### config.mk
export PLATFORM = sky130hd
export DESIGN_NAME = checked_frame_receiver
export DESIGN_NICKNAME = d
export VERILOG_FILES = /design/src/cfr_pkg.sv /design/src/cfr_frame_store.sv /design/src/cfr_out_stage.sv /design/src/cfr_ctrl.sv /design/src/checked_frame_receiver.sv
export SDC_FILE = /design/constraint.sdc
export NUM_CORES = 1
export LEC_CHECK = 0
export BUFFER_PORTS_ARGS = -buffer_cell sky130_fd_sc_hd__clkbuf_2
export CAP_MARGIN = 20
export CORE_MARGIN = 1
export CORE_UTILIZATION = 40
export CTS_CLUSTER_DIAMETER = 120
export CTS_CLUSTER_SIZE = 20
export DETAILED_ROUTE_END_ITERATION = 16
export GPL_TIMING_DRIVEN = 0
export PLACE_DENSITY = 0.66
export REMOVE_ABC_BUFFERS = 1
export SLEW_MARGIN = 0
export SYNTH_ARGS = -nofsm -noshare
export SYNTH_HDL_FRONTEND = slang
export SYNTH_HIERARCHICAL = 1
export SYNTH_SLANG_ARGS = --single-unit
### constraint.sdc
create_clock -name clk -period 11.45 [get_ports clk]
set_clock_uncertainty 0.15 [all_clocks]
set_input_delay 3.435 -clock clk [delete_from_list [all_inputs] [get_ports clk]]
set_output_delay 3.435 -clock clk [all_outputs]
set_load 0.02 [all_outputs]
### src/cfr_pkg.sv
// Shared types and codes for the checked frame receiver.
// No dependencies; imported by every module of the block.
`default_nettype none

package cfr_pkg;

	typedef enum logic [1:0] {
		S_IDLE    = 2'd0,
		S_COLLECT = 2'd1,
		S_DISCARD = 2'd2,
		S_REPLAY  = 2'd3
	} cfr_state_t;

	typedef enum logic [2:0] {
		STAT_OK       = 3'd0,
		STAT_NO_START = 3'd1,
		STAT_COUNT    = 3'd2,
		STAT_CHECKSUM = 3'd3,
		STAT_OVERFLOW = 3'd4
	} cfr_status_t;

	localparam logic CFG_START_CODE = 1'b0;
	localparam logic CFG_END_CODE   = 1'b1;

	localparam logic [7:0] START_CODE_RST = 8'hFF;
	localparam logic [7:0] END_CODE_RST   = 8'hFE;

	// one result item as it leaves the controller
	typedef struct packed {
		logic        is_error;
		cfr_status_t status;
		logic [7:0]  frame_byte;
		logic [3:0]  position;
		logic        last;
	} cfr_result_t;

endpackage

`default_nettype wire

### src/cfr_frame_store.sv
// Frame byte store: one write port, one read port with registered data.
// Imports cfr_pkg; no other dependencies.
`default_nettype none

module cfr_frame_store
	import cfr_pkg::*;
#(
	parameter int MAX_FRAME = 16,
	localparam int AW = $clog2(MAX_FRAME)
) (
	input  wire logic          clk,
	input  wire logic          we,
	input  wire logic [AW-1:0] waddr,
	input  wire logic [7:0]    wdata,
	input  wire logic          re,
	input  wire logic [AW-1:0] raddr,
	output logic      [7:0]    rdata
);

	logic [7:0] mem [MAX_FRAME];

	always_ff @(posedge clk) begin
		if (we) begin
			mem[waddr] <= wdata;
		end
	end

	// read data holds while re is low
	always_ff @(posedge clk) begin
		if (re) begin
			rdata <= mem[raddr];
		end
	end

endmodule

`default_nettype wire

### src/cfr_out_stage.sv
// Output register for result items, parting controller from the master side.
// Depends on cfr_pkg for cfr_result_t.
`default_nettype none

module cfr_out_stage
	import cfr_pkg::*;
(
	input  wire logic        clk,
	input  wire logic        arst_n,
	input  wire logic        push,
	input  wire cfr_result_t push_res,
	output logic             free,
	output logic             m_tvalid,
	input  wire logic        m_tready,
	output cfr_result_t      res
);

	logic        valid_q;
	cfr_result_t res_q;

	assign free     = !valid_q || m_tready;
	assign m_tvalid = valid_q;
	assign res      = res_q;

	always_ff @(posedge clk or negedge arst_n) begin
		if (!arst_n) begin
			valid_q <= 1'b0;
		end else if (push) begin
			valid_q <= 1'b1;
		end else if (m_tready) begin
			valid_q <= 1'b0;
		end
	end

	always_ff @(posedge clk) begin
		if (push) begin
			res_q <= push_res;
		end
	end

endmodule

`default_nettype wire

### src/cfr_ctrl.sv
// Frame controller: phase machine, length and checksum checks, replay sequencer.
// Depends on cfr_pkg; drives the store ports and feeds cfr_out_stage.
`default_nettype none

module cfr_ctrl
	import cfr_pkg::*;
#(
	parameter int MAX_FRAME = 16,
	localparam int AW = $clog2(MAX_FRAME),
	localparam int CW = $clog2(MAX_FRAME + 1)
) (
	input  wire logic          clk,
	input  wire logic          arst_n,
	input  wire logic          cfg_we,
	input  wire logic          cfg_index,
	input  wire logic [7:0]    cfg_wdata,
	input  wire logic          s_tvalid,
	output logic               s_tready,
	input  wire logic [7:0]    rx_byte,
	output logic               mem_we,
	output logic      [AW-1:0] mem_waddr,
	output logic               mem_re,
	output logic      [AW-1:0] mem_raddr,
	input  wire logic [7:0]    mem_rdata,
	input  wire logic          out_free,
	output logic               push,
	output cfr_result_t        push_res
);

	localparam int WW = (CW > 8) ? CW : 8;

	cfr_state_t  state_q, state_d;
	logic [7:0]  start_q, end_q;
	logic [CW-1:0] total_q, size_q, rd_idx_q;
	logic [7:0]  sum_q, prev_q, byte1_q;
	logic        ovf_q;
	logic        rd_pend_s1, rd_last_s1;
	logic [3:0]  rd_pos_s1;

	logic        acc, room, move, issue, push_err, go_replay;
	logic        count_bad, sum_bad;
	logic [7:0]  byte1_val;
	cfr_status_t err_code;

	assign acc  = s_tvalid && s_tready;
	assign room = total_q < CW'(MAX_FRAME);
	assign move = rd_pend_s1 && out_free;
	// reads only run in replay, writes only on accepted bytes: never both
	assign issue = (state_q == S_REPLAY) && (rd_idx_q != size_q) && (!rd_pend_s1 || move);

	assign s_tready  = (state_q != S_REPLAY) && out_free;
	// the start code of a new frame always lands in entry zero
	assign mem_waddr = (state_q == S_COLLECT) ? total_q[AW-1:0] : '0;
	assign mem_re    = issue;
	assign mem_raddr = rd_idx_q[AW-1:0];

	// byte two is the current byte when the frame is only two long
	assign byte1_val = (total_q == CW'(1)) ? rx_byte : byte1_q;
	assign count_bad = WW'(byte1_val) != WW'(CW'(total_q - CW'(1)));
	assign sum_bad   = prev_q != 8'(sum_q - prev_q);

	always_ff @(posedge clk or negedge arst_n) begin
		if (!arst_n) begin
			start_q <= START_CODE_RST;
			end_q   <= END_CODE_RST;
		end else if (cfg_we) begin
			case (cfg_index)
				CFG_START_CODE: start_q <= cfg_wdata;
				CFG_END_CODE:   end_q   <= cfg_wdata;
				default:        ;
			endcase
		end
	end

	always_ff @(posedge clk or negedge arst_n) begin
		if (!arst_n) begin
			state_q <= S_IDLE;
		end else begin
			state_q <= state_d;
		end
	end

	always_comb begin
		state_d   = state_q;
		mem_we    = 1'b0;
		push_err  = 1'b0;
		go_replay = 1'b0;
		err_code  = STAT_OK;
		case (state_q)
			S_IDLE: begin
				if (acc) begin
					if (rx_byte == start_q) begin
						state_d = S_COLLECT;
						mem_we  = 1'b1;
					end else begin
						state_d = S_DISCARD;
					end
				end
			end
			S_COLLECT: begin
				if (acc) begin
					mem_we = room;
					if (rx_byte == end_q) begin
						state_d  = S_IDLE;
						push_err = 1'b1;
						if (ovf_q || !room) begin
							err_code = STAT_OVERFLOW;
						end else if (count_bad) begin
							err_code = STAT_COUNT;
						end else if (sum_bad) begin
							err_code = STAT_CHECKSUM;
						end else begin
							push_err  = 1'b0;
							go_replay = 1'b1;
							state_d   = S_REPLAY;
						end
					end
				end
			end
			S_DISCARD: begin
				if (acc && rx_byte == end_q) begin
					state_d  = S_IDLE;
					push_err = 1'b1;
					err_code = STAT_NO_START;
				end
			end
			S_REPLAY: begin
				if (move && rd_last_s1) begin
					state_d = S_IDLE;
				end
			end
			default: state_d = S_IDLE;
		endcase
	end

	assign push = push_err || move;

	always_comb begin
		if (move) begin
			push_res = '{is_error: 1'b0, status: STAT_OK, frame_byte: mem_rdata,
				position: rd_pos_s1, last: rd_last_s1};
		end else begin
			push_res = '{is_error: 1'b1, status: err_code, frame_byte: 8'd0,
				position: 4'd0, last: 1'b1};
		end
	end

	always_ff @(posedge clk or negedge arst_n) begin
		if (!arst_n) begin
			total_q    <= '0;
			sum_q      <= '0;
			ovf_q      <= 1'b0;
			size_q     <= '0;
			rd_idx_q   <= '0;
			rd_pend_s1 <= 1'b0;
		end else begin
			if (acc) begin
				case (state_q)
					S_IDLE: begin
						total_q <= (rx_byte == start_q) ? CW'(1) : '0;
						sum_q   <= rx_byte;
						ovf_q   <= 1'b0;
					end
					S_COLLECT: begin
						if (room) begin
							total_q <= total_q + CW'(1);
						end else begin
							ovf_q <= 1'b1;
						end
						sum_q <= sum_q + rx_byte;
					end
					default: ;
				endcase
			end
			if (go_replay) begin
				size_q   <= total_q + CW'(1);
				rd_idx_q <= '0;
			end
			if (issue) begin
				rd_idx_q   <= rd_idx_q + CW'(1);
				rd_pend_s1 <= 1'b1;
			end else if (move) begin
				rd_pend_s1 <= 1'b0;
			end
		end
	end

	always_ff @(posedge clk) begin
		if (acc) begin
			prev_q <= rx_byte;
			if (state_q == S_COLLECT && total_q == CW'(1)) begin
				byte1_q <= rx_byte;
			end
		end
		if (issue) begin
			rd_pos_s1  <= 4'(rd_idx_q);
			rd_last_s1 <= (rd_idx_q + CW'(1)) == size_q;
		end
	end

	a_push_has_room: assert property (@(posedge clk) disable iff (!arst_n)
		push |-> out_free)
		else $error("result pushed into a busy output register");

	a_pend_in_replay: assert property (@(posedge clk) disable iff (!arst_n)
		rd_pend_s1 |-> state_q == S_REPLAY)
		else $error("read data pending outside replay");

	a_read_in_range: assert property (@(posedge clk) disable iff (!arst_n)
		issue |-> rd_idx_q < size_q && size_q <= CW'(MAX_FRAME))
		else $error("replay read beyond frame");

	a_no_rw_overlap: assert property (@(posedge clk) disable iff (!arst_n)
		mem_we |-> !mem_re && !rd_pend_s1)
		else $error("store write overlaps replay");

	a_collect_count: assert property (@(posedge clk) disable iff (!arst_n)
		state_q == S_COLLECT |-> total_q != '0)
		else $error("collecting with empty frame count");

endmodule

`default_nettype wire

### src/checked_frame_receiver.sv
// Top level of the checked frame receiver: start/end delimited frames with an
// additive checksum. Depends on cfr_pkg, cfr_frame_store, cfr_ctrl, cfr_out_stage.
//
//  channel  | direction | handshake            | payload
//  ---------+-----------+----------------------+-------------------------------------
//  s_*      | in        | s_tvalid / s_tready  | s_tdata[7:0] rx_byte
//  m_*      | out       | m_tvalid / m_tready  | m_tdata byte+position, m_tuser flags,
//           |           |                      | m_tlast last
//  cfg_*    | in        | cfg_we (no wait)     | cfg_index, cfg_wdata
//
// Replay: the end byte of a good frame starts a replay from the store, one byte a
// cycle through its single read port while the output register is free, so
// s_tready stays low for the whole replay, including any m_tready stall.
// Errors come out as one item straight after the end byte.
// Reset: asynchronous, clears the phase, counters and output valid; the frame
// store is not cleared (only entries of the current frame are ever read).
// Stalls: s_tready follows the output register, so a held result item stops input.
`default_nettype none

module checked_frame_receiver
	import cfr_pkg::*;
#(
	parameter int MAX_FRAME = 16,
	localparam int AW = $clog2(MAX_FRAME)
) (
	input  wire logic        clk,
	input  wire logic        arst_n,
	// configuration write port
	input  wire logic        cfg_we,
	input  wire logic        cfg_index,
	input  wire logic [7:0]  cfg_wdata,
	// received bytes
	input  wire logic        s_tvalid,
	output logic             s_tready,
	input  wire logic [7:0]  s_tdata,   // [7:0] rx_byte
	// result items
	output logic             m_tvalid,
	input  wire logic        m_tready,
	output logic      [15:0] m_tdata,   // [7:0] frame_byte, [11:8] position, rest zero
	output logic      [3:0]  m_tuser,   // [0] is_error, [3:1] status
	output logic             m_tlast    // last
);

	logic          mem_we, mem_re;
	logic [AW-1:0] mem_waddr, mem_raddr;
	logic [7:0]    mem_rdata;
	logic          out_free, push;
	cfr_result_t   push_res, res;

	cfr_frame_store #(.MAX_FRAME(MAX_FRAME)) u_store (
		.clk   (clk),
		.we    (mem_we),
		.waddr (mem_waddr),
		.wdata (s_tdata),
		.re    (mem_re),
		.raddr (mem_raddr),
		.rdata (mem_rdata)
	);

	cfr_ctrl #(.MAX_FRAME(MAX_FRAME)) u_ctrl (
		.clk       (clk),
		.arst_n    (arst_n),
		.cfg_we    (cfg_we),
		.cfg_index (cfg_index),
		.cfg_wdata (cfg_wdata),
		.s_tvalid  (s_tvalid),
		.s_tready  (s_tready),
		.rx_byte   (s_tdata),
		.mem_we    (mem_we),
		.mem_waddr (mem_waddr),
		.mem_re    (mem_re),
		.mem_raddr (mem_raddr),
		.mem_rdata (mem_rdata),
		.out_free  (out_free),
		.push      (push),
		.push_res  (push_res)
	);

	// output register: results wait here for m_tready
	cfr_out_stage u_out (
		.clk      (clk),
		.arst_n   (arst_n),
		.push     (push),
		.push_res (push_res),
		.free     (out_free),
		.m_tvalid (m_tvalid),
		.m_tready (m_tready),
		.res      (res)
	);

	assign m_tdata = {4'd0, res.position, res.frame_byte};
	assign m_tuser = {res.status, res.is_error};
	assign m_tlast = res.last;

endmodule

`default_nettype wire
==> results of run 1 <==
[power by group]
part | leakage (nW) | switching [W] | internal [W] | total (W)
Sequential | 2.08 | 0.0000552 | 0.000893 | 0.000948
Clock | 0.193 | 0.000246 | 0.000233 | 0.000479
Combinational | 1.60 | 0.000222 | 0.000216 | 0.000438
Total | 3.87 | 0.000523 | 0.00134 | 0.00186
[cell families (layout without fill, tap and decap cells)]
| logic type | after synthesis | in the layout | share of synthesized area |
|---|---|---|---|
| flip-flops | 217 | 217 | 0.6308 |
| AND/OR/NAND/NOR | 168 | 168 | 0.09261 |
| AO/OA/AOI/OAI | 87 | 87 | 0.05600 |
| multiplexers | 67 | 67 | 0.1152 |
| buffers and inverters | 53 | 92 | 0.02850 |
| XOR/XNOR | 50 | 50 | 0.04374 |
| adder cells (fa/ha/maj) | 25 | 25 | 0.03275 |
| other | 1 | 4 | 0.0003746 |
[per-stage QoR]
stage,cell area [um2],power [W],hold slack [ns],util
after floorplan,9808,0.001285,0.3253,-
after global placement,10410,0.001391,0.3404,0.4257
after detailed placement,10500,0.001406,0.3520,0.4293
after CTS,10900,0.001887,0.3696,0.4458
after global routing,10930,0.001969,0.3969,0.4468
final,10930,0.001865,0.3607,0.4468
[layout by cell type (no fill, tap or decap), drive strengths merged, types with 18 or more instances in the layout]
master / instances
edfxtp: 173
xor2: 23
nor2: 27
ha: 23
mux2: 24
clkbuf: 63
mux4: 32
xnor2: 27
nand2: 41
o21ai: 27
inv: 18
dfrtp: 29
[synth_stat cells, drive strengths merged, types with 6 or more instances]
master,number,share of area
mux2,24,0.027
dfrtp,29,0.072
and2,6,0.0037
and3,14,0.0087
dfstp,15,0.039
buf,20,0.014
nand2,41,0.015
xor2,23,0.020
ha,23,0.029
or3,8,0.0050
o21ai,27,0.013
nor2,27,0.010
mux4,32,0.077
mux2i,11,0.011
nor3,12,0.0065
inv,18,0.0067
edfxtp,173,0.52
a21oi,16,0.0080
a22oi,16,0.012
nor2b,11,0.0069
nand3,13,0.0065
clkbuf,11,0.0041
nand2b,9,0.0066
xnor2,27,0.024
[state kept, by name, summed over array words and instances, names as in the netlist]
signal	count
u_ctrl/end_q	8
u_ctrl/rd_idx_q	5
u_store/mem	128
u_ctrl/start_q	8
u_ctrl/ovf_q	1
u_out/m_tvalid	1
u_ctrl/size_q	5
u_ctrl/sum_q	8
u_ctrl/prev_q	7
u_ctrl/byte1_q	8
u_ctrl/rd_pos_s1	4
u_ctrl/state_q	2
u_ctrl/total_q	5
u_ctrl/rd_last_s1	1
u_store/rdata	8
u_ctrl/rd_pend_s1	1
u_out/res	17
[metal layers]
metal	up-vias	GRT usage	part of all wire
li1	2600	-	-
met1	2783	0.2128	0.47
met2	115	0.2431	0.48
met3	16	0.01948	0.037
met4	0	0.03723	0.013
met5	-	0	0
[area by class of cell]
type | instances | area share
multi-input cells | 401 | 0.3131
inverters | 19 | 0.006525
repair buffers | 49 | 0.02851
flip-flops and latches | 217 | 0.5780
well taps | 324 | 0.03709
clock inverters | 2 | 0.001946
clock buffers | 22 | 0.03480
[critical path, stage by stage]
cell                       delay, ns
sky130_fd_sc_hd__clkbuf_2       0.08
sky130_fd_sc_hd__nand2b_4       0.19
sky130_fd_sc_hd__nor2b_1        0.19
sky130_fd_sc_hd__clkbuf_2       0.19
[worst paths after layout]
path / start / end / slack (ns) / cells after the start
worst max-delay path: m_tready / s_tready / 3.79 / 4
worst min-delay path: u_ctrl/size_q[3] / u_ctrl/size_q[3] / 0.36 / 1
worst max register to register: u_ctrl/state_q[0] / u_store/mem[1][4] / 7.60 / 8
worst min register to register: u_ctrl/size_q[3] / u_ctrl/size_q[3] / 0.36 / 1
max in group asynchronous: arst_n / u_ctrl/end_q[4] / 7.74 / 2
min in group asynchronous: arst_n / u_ctrl/total_q[4] / 2.79 / 1
==> results, run 1 <==
- The min-delay analysis places its worst path in the category flip-flop to flip-flop.
- CTS built an H-tree with a depth of 1.
- The footprint of the flip-flops and latches is approximately 6300 um2.
- The horizontal extent of the die is ~160 um.
- The maximum fanout along the worst path is 17.
- Port buffering added 40 buffers.
- In this run, synthesis inferred between 150 and 200 flip-flops with an integrated enable.
- The count of nets left with antenna violations after detail routing is 0.
- The dominant synthesized flop cell is sky130_fd_sc_hd__edfxtp_1.
- The routability congestion estimate is about 0.79.
- The clock tree root driver cell is sky130_fd_sc_hd__clkbuf_16.
- The post-synthesis register bit count is ~220.
- The initial antenna violation count is 0.
- The final layout contains ~750 nets.
- In this run the deepest clock path goes through 3 buffers.
- Summed over all layers, the routed wires come to ~19,000 um.
- The detailed placer's ending HPWL is 12,420 um.
- The minimum setup slack after placement is 3.777 ns.
- The number of clock buffers added by TritonCTS is 14.
- The count of final setup violators is 0.
- The distinct cell type count after synthesis is 65.
- The category of the worst setup path capture point is an output pin.
- The die span in y is around 160 um.
- For this block, the initial DRC count from the detailed router was ~410.
- The multi-input logic area is 3422 um2.
- The number of pins with negative max-slew slack in the final report is 0.
- Dividing the detail-routed wire length by the instance count gives roughly 18 um.
- The clock sink total is roughly 220.
- By startpoint and endpoint, the worst setup path is classified as input port to output pin.
- The share of synthesized registers carrying an async set or reset is 0.2028.
- For this run the aggregate overflow at the end of global routing stands at 0.
- 45 I/O pins were placed.
- The number of detailed-routing iterations run before antenna repair is 6.
- Entering global routing, the biggest net connects 38 pins.
- The via count of the first global-routing pass came to between 5k and 6k.
- Dividing total power by cell area gives a power density of between 150 and 200 nW/um2.
- The fraction of final layout cells with drive strength greater than 1 is 0.1831.
- In this run, placement finished with an instance count of ~1.0k.
- The total of fill cells in the finished design is 2,142.
- The arrival time at the worst endpoint is between 4 and 5 ns.
- Across every metal layer, demand over resource in global routing totals 0.1495.
- The effective utilization at floorplan is 0.4092.
- TritonCTS built the clock tree.
- Setup repair after global routing left no endpoint under its margin.
- The clock slew seen by the registers of the worst setup and hold paths is approximately 0.07 ns.
- Leaving out filler cells and counting taps, the final layout contains 1,034.
- The area growth from synthesis to layout is 9.174%.
- The maximum VDD drop is a little over 0.09 mV.
- In this run the core area contains between 50 and 60 standard-cell rows.
- The overall die area is 25,660 um2.
- The ratio of final minimum period to clock period is 0.6689.
- For the worst setup path, the data required time is 7.87 ns.
- The floorplan step defined a core boundary enclosing 24,460 um2.
- The flow ran to the end, and the final reports show no timing, DRC or antenna violations.
- The number of failing hold endpoints at the final stage came to 0.
- The max-capacitance violation count is 0.
- The max-slew headroom at the worst pin is 0.3449.
- The final critical delay including setup and external delays is 7.659 ns.
- The hold buffer count at CTS is 0.
- The number of gates resized after CTS was 0.
- The measured slew at the worst slew-check pin is ~0.97 ns.
- The repair_antennas step left the layout with diodes totalling 0.
- The first-pass GRT wire length is about 30,000 um.
- Summed over all failing endpoints, the final setup total negative slack is 0 ns.
- STA classifies the critical path startpoint as an input port.
- The static leakage power is about 3.9 nW.
- A synthesized cell averages 14.99 um2.
- The synthesized instance count is ~670.
- The sequential area share after synthesis is 0.6308.
- For this run, the number of Yosys warnings is 6.
- In the routed design, unresolved DRC markers number 0.
- The clock latency on the worst-skew pair is 0.48 ns.
- The post-CTS setup-driven buffer insertion count is 0.
- The via density per instance is 5.333.
- The summed instance area of the synthesized netlist is between 10,000 and 15,000 um2.
- The minimum setup slack in the final design is 3.791 ns.
- For this block, the via count after detailed routing is 5,514.
- The highest attainable clock frequency is around 130 MHz.
Note: power is estimated with default switching activity, not from simulation.
==> run 2, diff against run 1 <==
--- a/config.mk
+++ b/config.mk
@@ -13,7 +13,7 @@
 export CTS_CLUSTER_SIZE = 20
 export DETAILED_ROUTE_END_ITERATION = 16
 export GPL_TIMING_DRIVEN = 0
-export PLACE_DENSITY = 0.66
+export PLACE_DENSITY = 0.68
 export REMOVE_ABC_BUFFERS = 1
 export SLEW_MARGIN = 0
 export SYNTH_ARGS = -nofsm -noshare
==> constraint.sdc (replaced) <==
create_clock -name clk -period 7 [get_ports clk]
set_clock_uncertainty 0.15 [all_clocks]
set_input_delay 2.1 -clock clk [delete_from_list [all_inputs] [get_ports clk]]
set_output_delay 2.1 -clock clk [all_outputs]
set_load 0.02 [all_outputs]
==> results, run 2 (synthesis results as in run 1) <==
- The maximum VDD drop is 0.1439 mV (+56%).
- The routability congestion estimate was 0.8003 (+1.4%).
- The number of buffers between clock root and the deepest sink is 3 (unchanged).
- The sum of negative setup slack was 0 ns (unchanged).
- The number of nets at the end of the flow is 749 (unchanged).
- The maximum number of pins on one net before global-route repair is 38 (unchanged).
- The post-detailed-route DRC marker count was 0 (unchanged).
- The overall die area is 25,660 um2 (unchanged).
- The number of top-level pins is 45 (unchanged).
- The number of pins with negative max-slew slack in the final report was 0 (unchanged).
- The first-pass GRT wire length is 29,570 um (-0.90%).
- The share of the core filled with cells is 0.4473 (+0.0005630).
- The static leakage power is 3.874 nW (+0.16%).
- The highest attainable clock frequency is 191.5 MHz.
- The antenna diode count is 0 (unchanged).
- The power density over the cells is 280.8 nW/um2 (+65%).
- The fraction of power spent switching nets was 0.2796 (-0.0008918).
- The arrival time at the worst endpoint is 5.18 ns (+1.11 ns).
- The net switching power of the design is 0.0008591 W (+64%).
- The via count of the first global-routing pass came to 5,321 (-0.34%).
- The most frequent standard cell in the layout excluding fill and tap cells is sky130_fd_sc_hd__edfxtp_1.
- The ratio of final minimum period to clock period is 0.7460.
- The delay contributed by the slowest stage of the critical path is 0.66 ns (+0.47 ns).
- The maximum fanout along the worst path is 17 (unchanged).
- Among all stages on the critical path, the largest delay is contributed by sky130_fd_sc_hd__nor2_1.
- The number of buffer and inverter stages on the critical path came to 2 (unchanged).
- The category of the worst setup path capture point is a flip-flop.
- The max-slew headroom at the worst pin is 0.2306 (-0.1143).
- The post-CTS setup-driven buffer insertion count is 0 (unchanged).
- Traced cell by cell, the critical path runs through clkbuf_2, nand2b_4, nor2b_1, nand2_1, clkinv_1, o21ai_1, a21oi_1, or3b_2, nor2_1.
- The effective utilization at floorplan is 0.4092 (unchanged).
- The run finished with clean final reports.
- The clock slew seen by the registers of the worst setup and hold paths came to 0.08 ns (about the same).
- The clock tree root driver cell is sky130_fd_sc_hd__clkbuf_16.
- The overall via count from detail_route came to 5,518 (+0.073%).
- Setup repair after global routing left no endpoint under its margin.
- The initial antenna violation count is 0 (unchanged).
- The die span in y is 160.2 um (unchanged).
- The clock network fraction of total power was 0.262 (+0.005).
- The count of nets left with antenna violations after detail routing was 0 (unchanged).
- The total internal power was 0.002213 W (+65%).
- The clock latency on the worst-skew pair is 0.48 ns (about the same).
- The count of final setup violators was 0 (unchanged).
- In the layout the commonest cells are 173 x sky130_fd_sc_hd__edfxtp_1, 41 x sky130_fd_sc_hd__nand2_1, 40 x sky130_fd_sc_hd__clkbuf_2.
- The number of buffers added by the clock tree synthesis step was 14 (unchanged).
- The critical path in this run is classified as input port to flip-flop.
- The total length of routed wires came to 18,570 um (-2.0%).
- The class of the most critical hold timing path is flip-flop to flip-flop.
- The clock sink total is 217 (unchanged).
- The wire length per cell after detailed routing is 17.95 um (-2.0%).
- The worst path in the final design needs a cycle of around 5.2 ns, including I/O delays and setup.
- The number of failing hold endpoints at the final stage is 0 (unchanged).
- The maximum level of the CTS H-tree was 1 (unchanged).
- The number of DRC markers after the initial detailed-route iteration was 404 (-0.49%).
- The critical path's top delay family is simple AND/OR/NAND/NOR gates.
- The measured slew at the worst slew-check pin is 1.144 ns (+0.1698 ns).
- The number of detailed-routing iterations run before antenna repair came to 4 (-2).
- The horizontal extent of the die came to 160.2 um (unchanged).
- The combinational group share of total power is 0.234 (about the same).
- The core box area is 24,460 um2 (unchanged).
- The kind of start point of the critical path is an input port.
- The part of the power in registers was 0.503 (-0.005).
- TritonCTS built the clock tree.
- The number of I/O port buffers is 40 (unchanged).
- The cell row count is 57 (unchanged).
- The post-cts repair resize count is 0 (unchanged).
- The number of flip-flops in the largest register is 128 (unchanged).
- The hold buffer count at CTS is 0 (unchanged).
- The leftover overflow at the end of global routing is 0 (unchanged).
- The layout overhead on the synthesized area is 9.311%.
- The required arrival time at the worst endpoint is 6.95 ns (-0.92 ns).
- The fraction of final layout cells with drive strength greater than 1 is 0.1831 (unchanged).
- The detailed placer's ending HPWL was 12,210 um (-1.7%).
- The register containing the most flip-flops in the final layout is u_store/mem.
- The max-capacitance violation count is 0 (unchanged).
- The overall track demand over capacity in global routing is 0.1474 (-0.002114).
- The via density per instance was 5.337 (about the same).
-- run 2: cell count changes in the layout (fill, tap and decap cells not counted), sizes merged --
cell	before	now
clkinv	3	2
buf	8	9
-- run 2: metal layers --
metal  routed length (um)  track usage  part of all wire
met5                    0            0                 0
met4                  293      0.03550             0.016
met3                  867      0.02078             0.047
met2                 8512       0.2281              0.46
met1                 8891       0.2192              0.48
-- run 2: worst reg2reg max path: stages (launching register included) --
cell and delay [ns]:
sky130_fd_sc_hd__dfrtp_1 0.40, sky130_fd_sc_hd__ha_1 0.24, sky130_fd_sc_hd__nor2b_1 0.15, sky130_fd_sc_hd__nand2_1 0.28, sky130_fd_sc_hd__clkinv_1 0.41, sky130_fd_sc_hd__o21ai_1 0.36, sky130_fd_sc_hd__a21oi_1 0.38, sky130_fd_sc_hd__or3b_2 0.53
sky130_fd_sc_hd__nor2_1 0.66
-- run 2: power by group through the flow --
stage          sequential (W)  combinational, W  clock (W)
2_1_floorplan         0.00157          0.000536          0
4_1_cts               0.00155          0.000722   0.000831
6_report              0.00155          0.000720   0.000806
3_3_place_gp          0.00160          0.000671          0
3_5_place_dp          0.00158          0.000720          0
5_1_grt               0.00156          0.000807   0.000877
-- run 2: area by class of cell --
class / instances / area, um2
clock buffers: 23 / 405.4
clock inverters: 1 / 5.005
fillers: 2150 / 13520
inverters: 19 / 71.32
multi-input cells: 401 / 3422
flip-flops and latches: 217 / 6317
well taps: 324 / 405.4
repair buffers: 49 / 316.6
-- run 2: worst paths after layout --
kind                                        start  slack (ns)           endpoint  depth (start not counted)
worst max register to register  u_ctrl/state_q[0]        3.07  u_store/mem[1][1]                          8
worst min-delay path             u_ctrl/size_q[2]        0.36   u_ctrl/size_q[2]                          1
worst max-delay path                     m_tready        1.78  u_store/mem[1][1]                          9
min in group asynchronous                  arst_n        1.37    u_ctrl/end_q[0]                          1
worst min register to register   u_ctrl/size_q[2]        0.36   u_ctrl/size_q[2]                          1
max in group asynchronous                  arst_n        4.78    u_ctrl/end_q[2]                          2
-- run 2: stage by stage --
step / std cells / total power (W) / setup slack (ns) / instance area (um2) / hold slack (ns)
finish: 1034 / 0.003072 / 1.778 / 10940 / 0.3642
global route: 1034 / 0.003243 / 1.568 / 10940 / 0.3971
CTS: 1033 / 0.003101 / 1.783 / 10920 / 0.3700
detailed placement: 1009 / 0.002297 / 1.270 / 10510 / 0.3503
global placement: 1001 / 0.002272 / 0.2511 / 10410 / 0.3399
floorplan: 637 / 0.002101 / 1.307 / 9808 / 0.3253
